### config.mk
export PLATFORM = sky130hd
export DESIGN_NAME = opposing_key_priority_resolver_unit_flat
export DESIGN_NICKNAME = d
export VERILOG_FILES = /design/src/rtl/core/okpr_pkg.sv /design/src/rtl/core/okpr_in_if.sv /design/src/rtl/core/okpr_out_if.sv /design/src/rtl/core/opposing_key_priority_resolver_unit.sv /design/src/rtl/core/okpr_cell.sv /design/src/flat_wrapper.sv
export SDC_FILE = /design/constraint.sdc
export NUM_CORES = 1
export LEC_CHECK = 0
export BUFFER_PORTS_ARGS = -buffer_cell sky130_fd_sc_hd__buf_2
export CAP_MARGIN = 20
export CORE_UTILIZATION = 45
export CTS_BUF_LIST = sky130_fd_sc_hd__clkbuf_8 sky130_fd_sc_hd__clkbuf_16
export CTS_CLUSTER_SIZE = 24
export DETAILED_ROUTE_END_ITERATION = 8
export MAX_ROUTING_LAYER = met4
export SYNTH_ARGS = -nofsm -noshare
export SYNTH_HDL_FRONTEND = slang
export SYNTH_SLANG_ARGS = --single-unit
### constraint.sdc
create_clock -name clk_i -period 4.3 [get_ports clk_i]
set_clock_uncertainty 0.2 [all_clocks]
set_input_delay 1.29 -clock clk_i [delete_from_list [all_inputs] [get_ports clk_i]]
set_output_delay 1.29 -clock clk_i [all_outputs]
set_load 0.01 [all_outputs]
### src/rtl/core/okpr_pkg.sv
// Package for the opposing-key priority resolver.
// Holds the shared constants, register indexes, action codes and cell control types.
// No dependencies.
`default_nettype none

package okpr_pkg;

  // Sizes of the event fields and of the configuration port.
  localparam int unsigned KeyW        = 8;
  localparam int unsigned ActW        = 2;
  localparam int unsigned PairRegs    = 4;
  localparam int unsigned PairCountW  = 3;
  localparam int unsigned CfgIdxW     = 3;
  localparam int unsigned CfgDataW    = 16;
  localparam int unsigned BufferDepth = 10;

  // Range of basic keycodes that take part in resolution.
  localparam logic [KeyW-1:0] KeyBasicLow  = 8'd4;
  localparam logic [KeyW-1:0] KeyBasicHigh = 8'd164;

  // Result action codes.
  localparam logic [ActW-1:0] ActNone   = 2'd0;
  localparam logic [ActW-1:0] ActAdd    = 2'd1;
  localparam logic [ActW-1:0] ActRemove = 2'd2;

  // Configuration register indexes.
  localparam logic [CfgIdxW-1:0] CfgEnable    = 3'd0;
  localparam logic [CfgIdxW-1:0] CfgPairCount = 3'd1;
  localparam logic [CfgIdxW-1:0] CfgPairZero  = 3'd2;
  localparam logic [CfgIdxW-1:0] CfgPairOne   = 3'd3;
  localparam logic [CfgIdxW-1:0] CfgPairTwo   = 3'd4;
  localparam logic [CfgIdxW-1:0] CfgPairThree = 3'd5;

  // Reset values of the configuration registers.
  localparam logic [PairCountW-1:0] PairCountRst = 3'd2;
  localparam logic [CfgDataW-1:0]   PairZeroRst  = 16'd1796;
  localparam logic [CfgDataW-1:0]   PairOneRst   = 16'd1031;
  localparam logic [CfgDataW-1:0]   PairTwoRst   = 16'd0;
  localparam logic [CfgDataW-1:0]   PairThreeRst = 16'd0;

  // Command broadcast to every cell of the held-key chain.
  typedef struct packed {
    logic            remove;
    logic            live_init;
    logic            scan_clear;
    logic [KeyW-1:0] ev_key;
  } okpr_cmd_t;

  // Keys cancelled by the key under scan, one slot per pair register.
  typedef struct packed {
    logic [PairRegs-1:0]           en;
    logic [PairRegs-1:0][KeyW-1:0] key;
  } okpr_cancel_t;

endpackage

`default_nettype wire

### src/rtl/core/okpr_in_if.sv
// Event channel of the opposing-key priority resolver.
// Carries valid, ready and one key event; depends on okpr_pkg.
`default_nettype none

interface okpr_in_if;
  logic                      valid;
  logic                      ready;
  logic [okpr_pkg::KeyW-1:0] key_code;
  logic                      pressed;
  logic                      user_allow;

  modport source (output valid, output key_code, output pressed, output user_allow,
                  input ready);
  modport sink   (input valid, input key_code, input pressed, input user_allow,
                  output ready);
endinterface

`default_nettype wire

### src/rtl/core/okpr_out_if.sv
// Result channel of the opposing-key priority resolver.
// Carries valid, ready and one report action; depends on okpr_pkg.
`default_nettype none

interface okpr_out_if;
  logic                      valid;
  logic                      ready;
  logic [okpr_pkg::ActW-1:0] action;
  logic [okpr_pkg::KeyW-1:0] report_key;
  logic                      last;

  modport source (output valid, output action, output report_key, output last,
                  input ready);
  modport sink   (input valid, input action, input report_key, input last,
                  output ready);
endinterface

`default_nettype wire

### src/rtl/core/opposing_key_priority_resolver_unit.sv
// Opposing-key resolver with last-input priority over a chain of held-key cells.
// Every result is registered. A press gives one remove result per matching pair, one per
// cycle while the output is not stalled. A release walks the chain twice, first a scan that
// clears the live flag of cancelled keys, then a listing of every held key as add or remove.
// One event is in flight at a time and a stalled result holds the walk. Reset clears the
// held count and loads the configuration defaults (resolution off).
`default_nettype none

module opposing_key_priority_resolver_unit #(
  parameter int unsigned BUFFER_DEPTH = okpr_pkg::BufferDepth
) (
  input  wire logic                          clk_i,
  input  wire logic                          rst_ni,
  input  wire logic                          cfg_we_i,
  input  wire logic [okpr_pkg::CfgIdxW-1:0]  cfg_idx_i,
  input  wire logic [okpr_pkg::CfgDataW-1:0] cfg_data_i,
  okpr_in_if.sink                            evt_i,
  okpr_out_if.source                         res_o
);

  localparam int unsigned CntW = $clog2(BUFFER_DEPTH + 1);
  localparam int unsigned IdxW = (BUFFER_DEPTH > 1) ? $clog2(BUFFER_DEPTH) : 1;
  localparam int unsigned KeyW = okpr_pkg::KeyW;
  localparam int unsigned NP   = okpr_pkg::PairRegs;

  // Sequencer states.
  localparam logic [2:0] S_IDLE   = 3'd0;
  localparam logic [2:0] S_UPDATE = 3'd1;
  localparam logic [2:0] S_SCAN   = 3'd2;
  localparam logic [2:0] S_LIST   = 3'd3;
  localparam logic [2:0] S_PRESS  = 3'd4;
  localparam logic [2:0] S_PASS   = 3'd5;

  // Configuration registers.
  logic                              enable_q;
  logic [okpr_pkg::PairCountW-1:0]   pair_count_q;
  logic [NP-1:0][okpr_pkg::CfgDataW-1:0] pair_q;
  logic [NP-1:0]                     pair_active;

  always_ff @(posedge clk_i or negedge rst_ni) begin
    if (!rst_ni) begin
      enable_q     <= 1'b0;
      pair_count_q <= okpr_pkg::PairCountRst;
      pair_q[0]    <= okpr_pkg::PairZeroRst;
      pair_q[1]    <= okpr_pkg::PairOneRst;
      pair_q[2]    <= okpr_pkg::PairTwoRst;
      pair_q[3]    <= okpr_pkg::PairThreeRst;
    end else if (cfg_we_i) begin
      case (cfg_idx_i)
        okpr_pkg::CfgEnable:    enable_q     <= cfg_data_i[0];
        okpr_pkg::CfgPairCount: pair_count_q <= cfg_data_i[okpr_pkg::PairCountW-1:0];
        okpr_pkg::CfgPairZero:  pair_q[0]    <= cfg_data_i;
        okpr_pkg::CfgPairOne:   pair_q[1]    <= cfg_data_i;
        okpr_pkg::CfgPairTwo:   pair_q[2]    <= cfg_data_i;
        okpr_pkg::CfgPairThree: pair_q[3]    <= cfg_data_i;
        default: ;
      endcase
    end
  end

  // A pair register is in use when the pair count reaches past it.
  always_comb begin
    for (int i = 0; i < NP; i++) begin
      pair_active[i] = pair_count_q > okpr_pkg::PairCountW'(i);
    end
  end

  // Control state.
  logic [2:0]      state_q, state_d;
  logic [CntW-1:0] count_q, count_d;
  logic [IdxW-1:0] ptr_q, ptr_d;
  logic [NP-1:0]   mask_q, mask_d;

  // Latched event.
  logic [KeyW-1:0] ev_key_q;
  logic            ev_pressed_q;
  logic            ev_elig_q;
  logic            in_xfer;
  logic            in_elig;

  // Output register.
  logic                      out_valid_q;
  logic [okpr_pkg::ActW-1:0] out_act_q;
  logic [KeyW-1:0]           out_key_q;
  logic                      out_last_q;
  logic                      out_free;
  logic                      emit;
  logic [okpr_pkg::ActW-1:0] emit_act;
  logic [KeyW-1:0]           emit_key;
  logic                      emit_last;

  // Chain signals.
  okpr_pkg::okpr_cmd_t    cmd;
  okpr_pkg::okpr_cancel_t cancel;
  logic [BUFFER_DEPTH-1:0]           valid_w;
  logic [BUFFER_DEPTH-1:0]           load_w;
  logic [BUFFER_DEPTH-1:0]           live_w;
  logic [BUFFER_DEPTH-1:0][KeyW-1:0] key_w;
  logic [BUFFER_DEPTH:0]             rm_chain;

  logic [NP-1:0]   press_mask;
  logic            is_press;
  logic            dup;
  logic            full;
  logic            ins_ok;
  logic [KeyW-1:0] sel_key;
  logic            sel_live;
  logic [KeyW-1:0] press_cancel;
  logic [NP-1:0]   mask_rest;

  assign evt_i.ready = (state_q == S_IDLE);
  assign in_xfer     = evt_i.valid && evt_i.ready;
  assign in_elig     = enable_q && evt_i.user_allow &&
                       (evt_i.key_code >= okpr_pkg::KeyBasicLow) &&
                       (evt_i.key_code <= okpr_pkg::KeyBasicHigh);

  // Pairs whose press key is the event key.
  always_comb begin
    for (int i = 0; i < NP; i++) begin
      press_mask[i] = pair_active[i] && (pair_q[i][KeyW-1:0] == ev_key_q);
    end
  end
  assign is_press = |press_mask;

  // The match chain ends in a flag telling whether the event key is held.
  assign rm_chain[0] = 1'b0;
  assign dup         = rm_chain[BUFFER_DEPTH];
  assign full        = (count_q == CntW'(BUFFER_DEPTH));
  assign ins_ok      = (state_q == S_UPDATE) && ev_elig_q && is_press && ev_pressed_q &&
                       !dup && !full;

  // Row of held-key cells; each takes its neighbor's key when a removal closes the gap.
  for (genvar k = 0; k < BUFFER_DEPTH; k++) begin : g_cell
    logic [KeyW-1:0] nb_key;
    if (k == BUFFER_DEPTH - 1) begin : g_end
      assign nb_key = '0;
    end else begin : g_mid
      assign nb_key = key_w[k+1];
    end
    assign valid_w[k] = count_q > CntW'(k);
    assign load_w[k]  = ins_ok && (count_q == CntW'(k));

    okpr_cell u_cell (
      .clk_i    (clk_i),
      .rst_ni   (rst_ni),
      .cmd_i    (cmd),
      .cancel_i (cancel),
      .valid_i  (valid_w[k]),
      .load_i   (load_w[k]),
      .nb_key_i (nb_key),
      .rm_i     (rm_chain[k]),
      .rm_o     (rm_chain[k+1]),
      .key_o    (key_w[k]),
      .live_o   (live_w[k])
    );
  end

  // Key and live flag of the slot under the pointer.
  always_comb begin
    sel_key  = '0;
    sel_live = 1'b0;
    for (int k = 0; k < BUFFER_DEPTH; k++) begin
      if (ptr_q == IdxW'(k)) begin
        sel_key  = key_w[k];
        sel_live = live_w[k];
      end
    end
  end

  // Lowest pending pair of a press gives the next remove action.
  always_comb begin
    press_cancel = '0;
    for (int i = NP - 1; i >= 0; i--) begin
      if (mask_q[i]) begin
        press_cancel = pair_q[i][okpr_pkg::CfgDataW-1:KeyW];
      end
    end
  end
  assign mask_rest = mask_q & (mask_q - NP'(1));

  assign out_free = !out_valid_q || res_o.ready;

  // Sequencer: update the chain, then resolve and emit the results of one event.
  always_comb begin
    state_d    = state_q;
    count_d    = count_q;
    ptr_d      = ptr_q;
    mask_d     = mask_q;
    cmd        = '0;
    cmd.ev_key = ev_key_q;
    cancel     = '0;
    emit       = 1'b0;
    emit_act   = okpr_pkg::ActNone;
    emit_key   = ev_key_q;
    emit_last  = 1'b0;
    case (state_q)
      S_IDLE: begin
        if (in_xfer) begin
          state_d = S_UPDATE;
        end
      end
      S_UPDATE: begin
        cmd.remove    = ev_elig_q && is_press && !ev_pressed_q;
        cmd.live_init = 1'b1;
        if (ins_ok) begin
          count_d = count_q + CntW'(1);
        end else if (cmd.remove && dup) begin
          count_d = count_q - CntW'(1);
        end
        if (!ev_elig_q) begin
          state_d = S_PASS;
        end else if (ev_pressed_q) begin
          mask_d  = press_mask;
          state_d = is_press ? S_PRESS : S_PASS;
        end else if (count_d != '0) begin
          ptr_d   = IdxW'(count_d - CntW'(1));
          state_d = S_SCAN;
        end else begin
          state_d = S_PASS;
        end
      end
      S_SCAN: begin
        cmd.scan_clear = 1'b1;
        for (int i = 0; i < NP; i++) begin
          cancel.en[i]  = sel_live && pair_active[i] && (pair_q[i][KeyW-1:0] == sel_key);
          cancel.key[i] = pair_q[i][okpr_pkg::CfgDataW-1:KeyW];
        end
        if (ptr_q == '0) begin
          state_d = S_LIST;
        end else begin
          ptr_d = ptr_q - IdxW'(1);
        end
      end
      S_LIST: begin
        if (out_free) begin
          emit      = 1'b1;
          emit_act  = sel_live ? okpr_pkg::ActAdd : okpr_pkg::ActRemove;
          emit_key  = sel_key;
          emit_last = (ptr_q == IdxW'(count_q - CntW'(1)));
          if (emit_last) begin
            state_d = S_IDLE;
          end else begin
            ptr_d = ptr_q + IdxW'(1);
          end
        end
      end
      S_PRESS: begin
        if (out_free) begin
          emit      = 1'b1;
          emit_act  = okpr_pkg::ActRemove;
          emit_key  = press_cancel;
          emit_last = (mask_rest == '0);
          mask_d    = mask_rest;
          if (emit_last) begin
            state_d = S_IDLE;
          end
        end
      end
      S_PASS: begin
        if (out_free) begin
          emit      = 1'b1;
          emit_last = 1'b1;
          state_d   = S_IDLE;
        end
      end
      default: begin
        state_d = S_IDLE;
      end
    endcase
  end

  always_ff @(posedge clk_i or negedge rst_ni) begin
    if (!rst_ni) begin
      state_q     <= S_IDLE;
      count_q     <= '0;
      ptr_q       <= '0;
      mask_q      <= '0;
      out_valid_q <= 1'b0;
    end else begin
      state_q <= state_d;
      count_q <= count_d;
      ptr_q   <= ptr_d;
      mask_q  <= mask_d;
      if (emit) begin
        out_valid_q <= 1'b1;
      end else if (res_o.ready) begin
        out_valid_q <= 1'b0;
      end
    end
  end

  // Event and result payload registers.
  always_ff @(posedge clk_i) begin
    if (in_xfer) begin
      ev_key_q     <= evt_i.key_code;
      ev_pressed_q <= evt_i.pressed;
      ev_elig_q    <= in_elig;
    end
    if (emit) begin
      out_act_q  <= emit_act;
      out_key_q  <= emit_key;
      out_last_q <= emit_last;
    end
  end

  assign res_o.valid      = out_valid_q;
  assign res_o.action     = out_act_q;
  assign res_o.report_key = out_key_q;
  assign res_o.last       = out_last_q;

endmodule

`default_nettype wire

### src/rtl/core/okpr_cell.sv
// One slot of the held-key chain: a key, its live flag and the removal shift.
// Depends on okpr_pkg.
`default_nettype none

module okpr_cell (
  input  wire logic                      clk_i,
  input  wire logic                      rst_ni,
  input  wire okpr_pkg::okpr_cmd_t       cmd_i,
  input  wire okpr_pkg::okpr_cancel_t    cancel_i,
  input  wire logic                      valid_i,
  input  wire logic                      load_i,
  input  wire logic [okpr_pkg::KeyW-1:0] nb_key_i,
  input  wire logic                      rm_i,
  output logic                           rm_o,
  output logic [okpr_pkg::KeyW-1:0]      key_o,
  output logic                           live_o
);

  logic [okpr_pkg::KeyW-1:0] key_q, key_d;
  logic                      live_q, live_d;
  logic                      match;
  logic                      hit;

  // This slot holds the event key, or an older slot does.
  assign match = valid_i && (key_q == cmd_i.ev_key);
  assign rm_o  = rm_i | match;

  // The held key is suppressed by one of the broadcast cancel keys.
  always_comb begin
    hit = 1'b0;
    for (int i = 0; i < okpr_pkg::PairRegs; i++) begin
      if (cancel_i.en[i] && (cancel_i.key[i] == key_q)) begin
        hit = 1'b1;
      end
    end
    hit = hit & valid_i;
  end

  // Append loads the event key; removal takes the neighbor's key to close the gap.
  always_comb begin
    key_d = key_q;
    if (load_i) begin
      key_d = cmd_i.ev_key;
    end else if (cmd_i.remove && rm_o) begin
      key_d = nb_key_i;
    end
  end

  always_comb begin
    live_d = live_q;
    if (cmd_i.live_init) begin
      live_d = 1'b1;
    end else if (cmd_i.scan_clear && hit) begin
      live_d = 1'b0;
    end
  end

  always_ff @(posedge clk_i) begin
    key_q <= key_d;
  end

  always_ff @(posedge clk_i or negedge rst_ni) begin
    if (!rst_ni) begin
      live_q <= 1'b0;
    end else begin
      live_q <= live_d;
    end
  end

  assign key_o  = key_q;
  assign live_o = live_q;

endmodule

`default_nettype wire
### src/flat_wrapper.sv
// flat-port wrapper written by rule: the top's interface ports become plain ports
module opposing_key_priority_resolver_unit_flat 
#(
  parameter int unsigned BUFFER_DEPTH = okpr_pkg::BufferDepth
)
  (clk_i, rst_ni, cfg_we_i, cfg_idx_i, cfg_data_i, evt_i_valid, evt_i_key_code, evt_i_pressed, evt_i_user_allow, evt_i_ready, res_o_valid, res_o_action, res_o_report_key, res_o_last, res_o_ready);
  okpr_in_if evt_i_i ();
  okpr_out_if res_o_i ();
  input  wire logic clk_i;
  input  wire logic rst_ni;
  input  wire logic cfg_we_i;
  input  wire logic [okpr_pkg::CfgIdxW-1:0] cfg_idx_i;
  input  wire logic [okpr_pkg::CfgDataW-1:0] cfg_data_i;
  input wire logic [$bits(evt_i_i.valid)-1:0] evt_i_valid;
  input wire logic [$bits(evt_i_i.key_code)-1:0] evt_i_key_code;
  input wire logic [$bits(evt_i_i.pressed)-1:0] evt_i_pressed;
  input wire logic [$bits(evt_i_i.user_allow)-1:0] evt_i_user_allow;
  output wire logic [$bits(evt_i_i.ready)-1:0] evt_i_ready;
  output wire logic [$bits(res_o_i.valid)-1:0] res_o_valid;
  output wire logic [$bits(res_o_i.action)-1:0] res_o_action;
  output wire logic [$bits(res_o_i.report_key)-1:0] res_o_report_key;
  output wire logic [$bits(res_o_i.last)-1:0] res_o_last;
  input wire logic [$bits(res_o_i.ready)-1:0] res_o_ready;
  assign evt_i_i.valid = evt_i_valid;
  assign evt_i_i.key_code = evt_i_key_code;
  assign evt_i_i.pressed = evt_i_pressed;
  assign evt_i_i.user_allow = evt_i_user_allow;
  assign evt_i_ready = evt_i_i.ready;
  assign res_o_valid = res_o_i.valid;
  assign res_o_action = res_o_i.action;
  assign res_o_report_key = res_o_i.report_key;
  assign res_o_last = res_o_i.last;
  assign res_o_i.ready = res_o_ready;
  opposing_key_priority_resolver_unit #(.BUFFER_DEPTH(BUFFER_DEPTH)) u_core (.clk_i(clk_i), .rst_ni(rst_ni), .cfg_we_i(cfg_we_i), .cfg_idx_i(cfg_idx_i), .cfg_data_i(cfg_data_i), .evt_i(evt_i_i), .res_o(res_o_i));
endmodule
==> metrics.txt <==
status=finished clean; total track usage=0.405; num ports=47; WS Path Type=register to register; clock root buffer=clkbuf_16; Setup-failing EPs final=0; CP max-delay cell=or4b_1; syn avg cell area=8.75 µm²; Slew @ Worst Pin=1.08 ns; DP HPWL=60,900 µm; post-synth net total=2,190; die width=206 µm; Detailed Route Iter0 Violations=2,809; area of the multi-input gates=12,200 µm²; worst skew pair latency=0.48 ns; clk sinks=195; Wirelength per Cell=31.0 µm; core area=41,000 µm²; share of layout cells above drive strength 1=0.236; crit path max fanout=13; CTS Hold Bufs=0; post-route clock period utilization=0.972; RR Endpoint=u_core.g_cell[4].u_cell.live_o; Port Buf Inserts=46; Pwr Total=9.71 mW; Worst slew margin=0.277; DRC Markers=0; Max Buffers Root-to-Sink=2; worst hold stages=1; Tmin final=4.18 ns; die area=42,500 µm²; Distinct cells, synth=100; Crit. Startpoint=u_core.ptr_q[0]; placed cell areas=20,400 µm²; largest net degree at the start of global routing=141; Register-to-Register Path Depth=13; part of the Yosys area used for sequential elements=0.287; CTS buffer count=17; flops & latches, synth=195; Core Util, Final=0.517; Overflow after GRT=0; Vias=19,200; Worst Hold Endpoint=u_core.enable_q; WP data required=4.47 ns; Mapped Cells=2,146; Worst path top cell family by delay=simple AND/OR/NAND/NOR gates; Post-Layout Inst Area=21,200 µm²; critical path, cell by cell=inv_1, ha_1, buf_4, nor2b_1, a311oi_1, a21oi_1, o2111a_1, or2_2, xnor2_1, or4b_1, buf_4, o22ai_1, a211oi_1; DR vias/cell=7.03; Critical Path AT=4.35 ns; final setup margin=0.121 ns; Initial Utilization=0.458; P&R area growth vs syn=12.9%; first-pass GRT wire length=119,000 µm; Place WS=-0.0195 ns; Synth Warn #=0; Die Ht=206 µm; Async SR Flop Fraction=0.482; Power Density=458 nW/µm²; initial antenna violation count=2; buffer and inverter count on the worst path=3; LEAKAGE=7.14 nW; Max Cap Viol=0; fillcell total=3,814; crit end category=register; worst hold start=u_core.enable_q; Setup crit start kind=register; EDFF count, synth=101; Final Slew Violations=0; Routed Antenna Nets=0; Hold Crit Class=register to register; R2R setup slack=0.12 ns; H-tree Lvls=4; WHS=0.324 ns; FF-to-FF Start=u_core.ptr_q[0]; Final Hold Viols=0; # nets final=2,221; peak supply drop=0.359 mV; row count=74; Reg clk slew, reported paths=0.09 ns; FMAX=239 MHz; vias in the first global route=16,900; Storage cell area=5400 µm²; RePlAce Congestion=1.07; max incr delay on CP=0.71 ns; Total Routed Length=84,300 µm; cell depth of the worst setup path=13; drt first pass iters=5; Netlist Area Pre-Place=18,800 µm²; TritonCTS clock tree=done; cell mode on critical path=buf_4; Primary FF master, synth=edfxtp_1
[final cells by class]
type	count	share of cell area
multi-input cells	1659	0.577
flip-flops and latches	195	0.255
repair buffers	275	0.100
well taps	532	0.0314
clock buffers	20	0.0236
clock inverters	12	0.00791
inverters	29	0.00513
diodes	2	0.000236
[sequential cells by signal, summed over array words and instances (netlist names)]
register / count
u_core.ev_key_q: 8
u_core.ptr_q: 4
u_core.enable_q: 1
u_core.res_o.action: 2
u_core.pair_q: 64
u_core.mask_q: 4
u_core.count_q: 4
u_core.res_o.last: 1
u_core.g_cell.u_cell.live_o: 10
u_core.res_o.valid: 1
u_core.pair_count_q: 3
u_core.ev_pressed_q: 1
u_core.g_cell.u_cell.key_o: 80
u_core.state_q: 3
u_core.ev_elig_q: 1
u_core.res_o.report_key: 8
[worst max-delay path by stage]
stage	endpoint
after CTS	u_core.ptr_q[3]
after global placement	u_core.ptr_q[1]
after detailed placement	u_core.ptr_q[1]
final	u_core.g_cell[4].u_cell.live_o
after global routing	u_core.ptr_q[3]
after floorplan	u_core.ptr_q[1]
[worst register-to-register path: stages, from the launching register on]
cell	delay, ns
dfrtp_1	0.46
inv_1	0.14
ha_1	0.32
buf_4	0.22
nor2b_1	0.14
a311oi_1	0.30
a21oi_1	0.20
o2111a_1	0.30
or2_2	0.37
xnor2_1	0.17
or4b_1	0.71
buf_4	0.25
o22ai_1	0.22
a211oi_1	0.07
[metal layers]
metal | part of all wire | GRT usage
met3 | 0.11 | 0.0853
met4 | 0.065 | 0.223
met5 | 0 | -
met2 | 0.42 | 0.575
met1 | 0.40 | 0.535
[what timing repair did]
action	4_1_cts	5_1_grt
resized for setup	1	21
hold endpoints to repair	0	0
setup buffers	0	4
pin swaps	0	7
setup endpoints to repair	2	13
[Yosys cell counts, types with 7 or more instances]
cell | n | area share
xnor2_1 | 259 | 0.12
nor2_1 | 190 | 0.038
clkbuf_1 | 164 | 0.033
mux2_2 | 131 | 0.079
o32ai_1 | 121 | 0.056
edfxtp_1 | 101 | 0.16
nand2_1 | 90 | 0.018
dfrtp_1 | 85 | 0.11
a31oi_1 | 78 | 0.026
nor2b_1 | 69 | 0.023
a32oi_1 | 65 | 0.030
nand4_1 | 63 | 0.021
a21oi_1 | 62 | 0.017
xor2_1 | 61 | 0.028
nor3_1 | 49 | 0.013
o21ai_0 | 45 | 0.012
buf_1 | 43 | 0.0086
o22ai_1 | 40 | 0.013
buf_2 | 37 | 0.0099
nor4bb_1 | 35 | 0.019
nand3_1 | 29 | 0.0077
inv_1 | 28 | 0.0056
nand3b_1 | 22 | 0.0088
and3_1 | 19 | 0.0063
nor4_1 | 17 | 0.0057
and2_1 | 16 | 0.0053
a221oi_1 | 14 | 0.0065
ha_1 | 10 | 0.0067
buf_4 | 9 | 0.0036
buf_6 | 9 | 0.0054
dfstp_2 | 9 | 0.013
mux2_4 | 8 | 0.0064
or2_2 | 8 | 0.0027
a211oi_1 | 7 | 0.0028
a21o_1 | 7 | 0.0028
mux2i_1 | 7 | 0.0037
[metrics by stage]
step / TNS, ns / instances
2_1_floorplan: 0 / 2146
3_3_place_gp: 0 / 2682
3_5_place_dp: -0.0318 / 2684
4_1_cts: 0 / 2716
5_1_grt: -0.00850 / 2724
6_report: 0 / 2724
[where the power goes]
group	total [mW]	internal (mW)	switching, mW	leakage (nW)
Clock	1.84	0.951	0.891	0.324
Combinational	5.06	2.02	3.04	4.93
Sequential	2.80	2.24	0.560	1.89
[placed cells by master (no fill, tap or decap), drive strengths merged, types with 42 or more instances in the layout]
cell	n
nor2	191
nor2b	69
o21ai	49
nand2	91
xnor2	259
a21oi	65
buf	274
edfxtp	101
a32oi	65
dfrtp	85
o22ai	42
xor2	61
nor3	50
a31oi	81
mux2	139
o32ai	121
nand4	63
[kinds of logic (layout without fill, tap and decap cells)]
family / after synthesis / after routing / share of synthesized area
other: 0 / 2 / 0
multiplexers: 146 / 146 / 0.0887
AO/OA/AOI/OAI: 527 / 527 / 0.211
XOR/XNOR: 320 / 320 / 0.149
buffers and inverters: 292 / 336 / 0.0663
AND/OR/NAND/NOR: 655 / 655 / 0.190
flip-flops: 195 / 195 / 0.287
adder cells (fa/ha/maj): 11 / 11 / 0.00720
(Power assumes the default switching activity.)
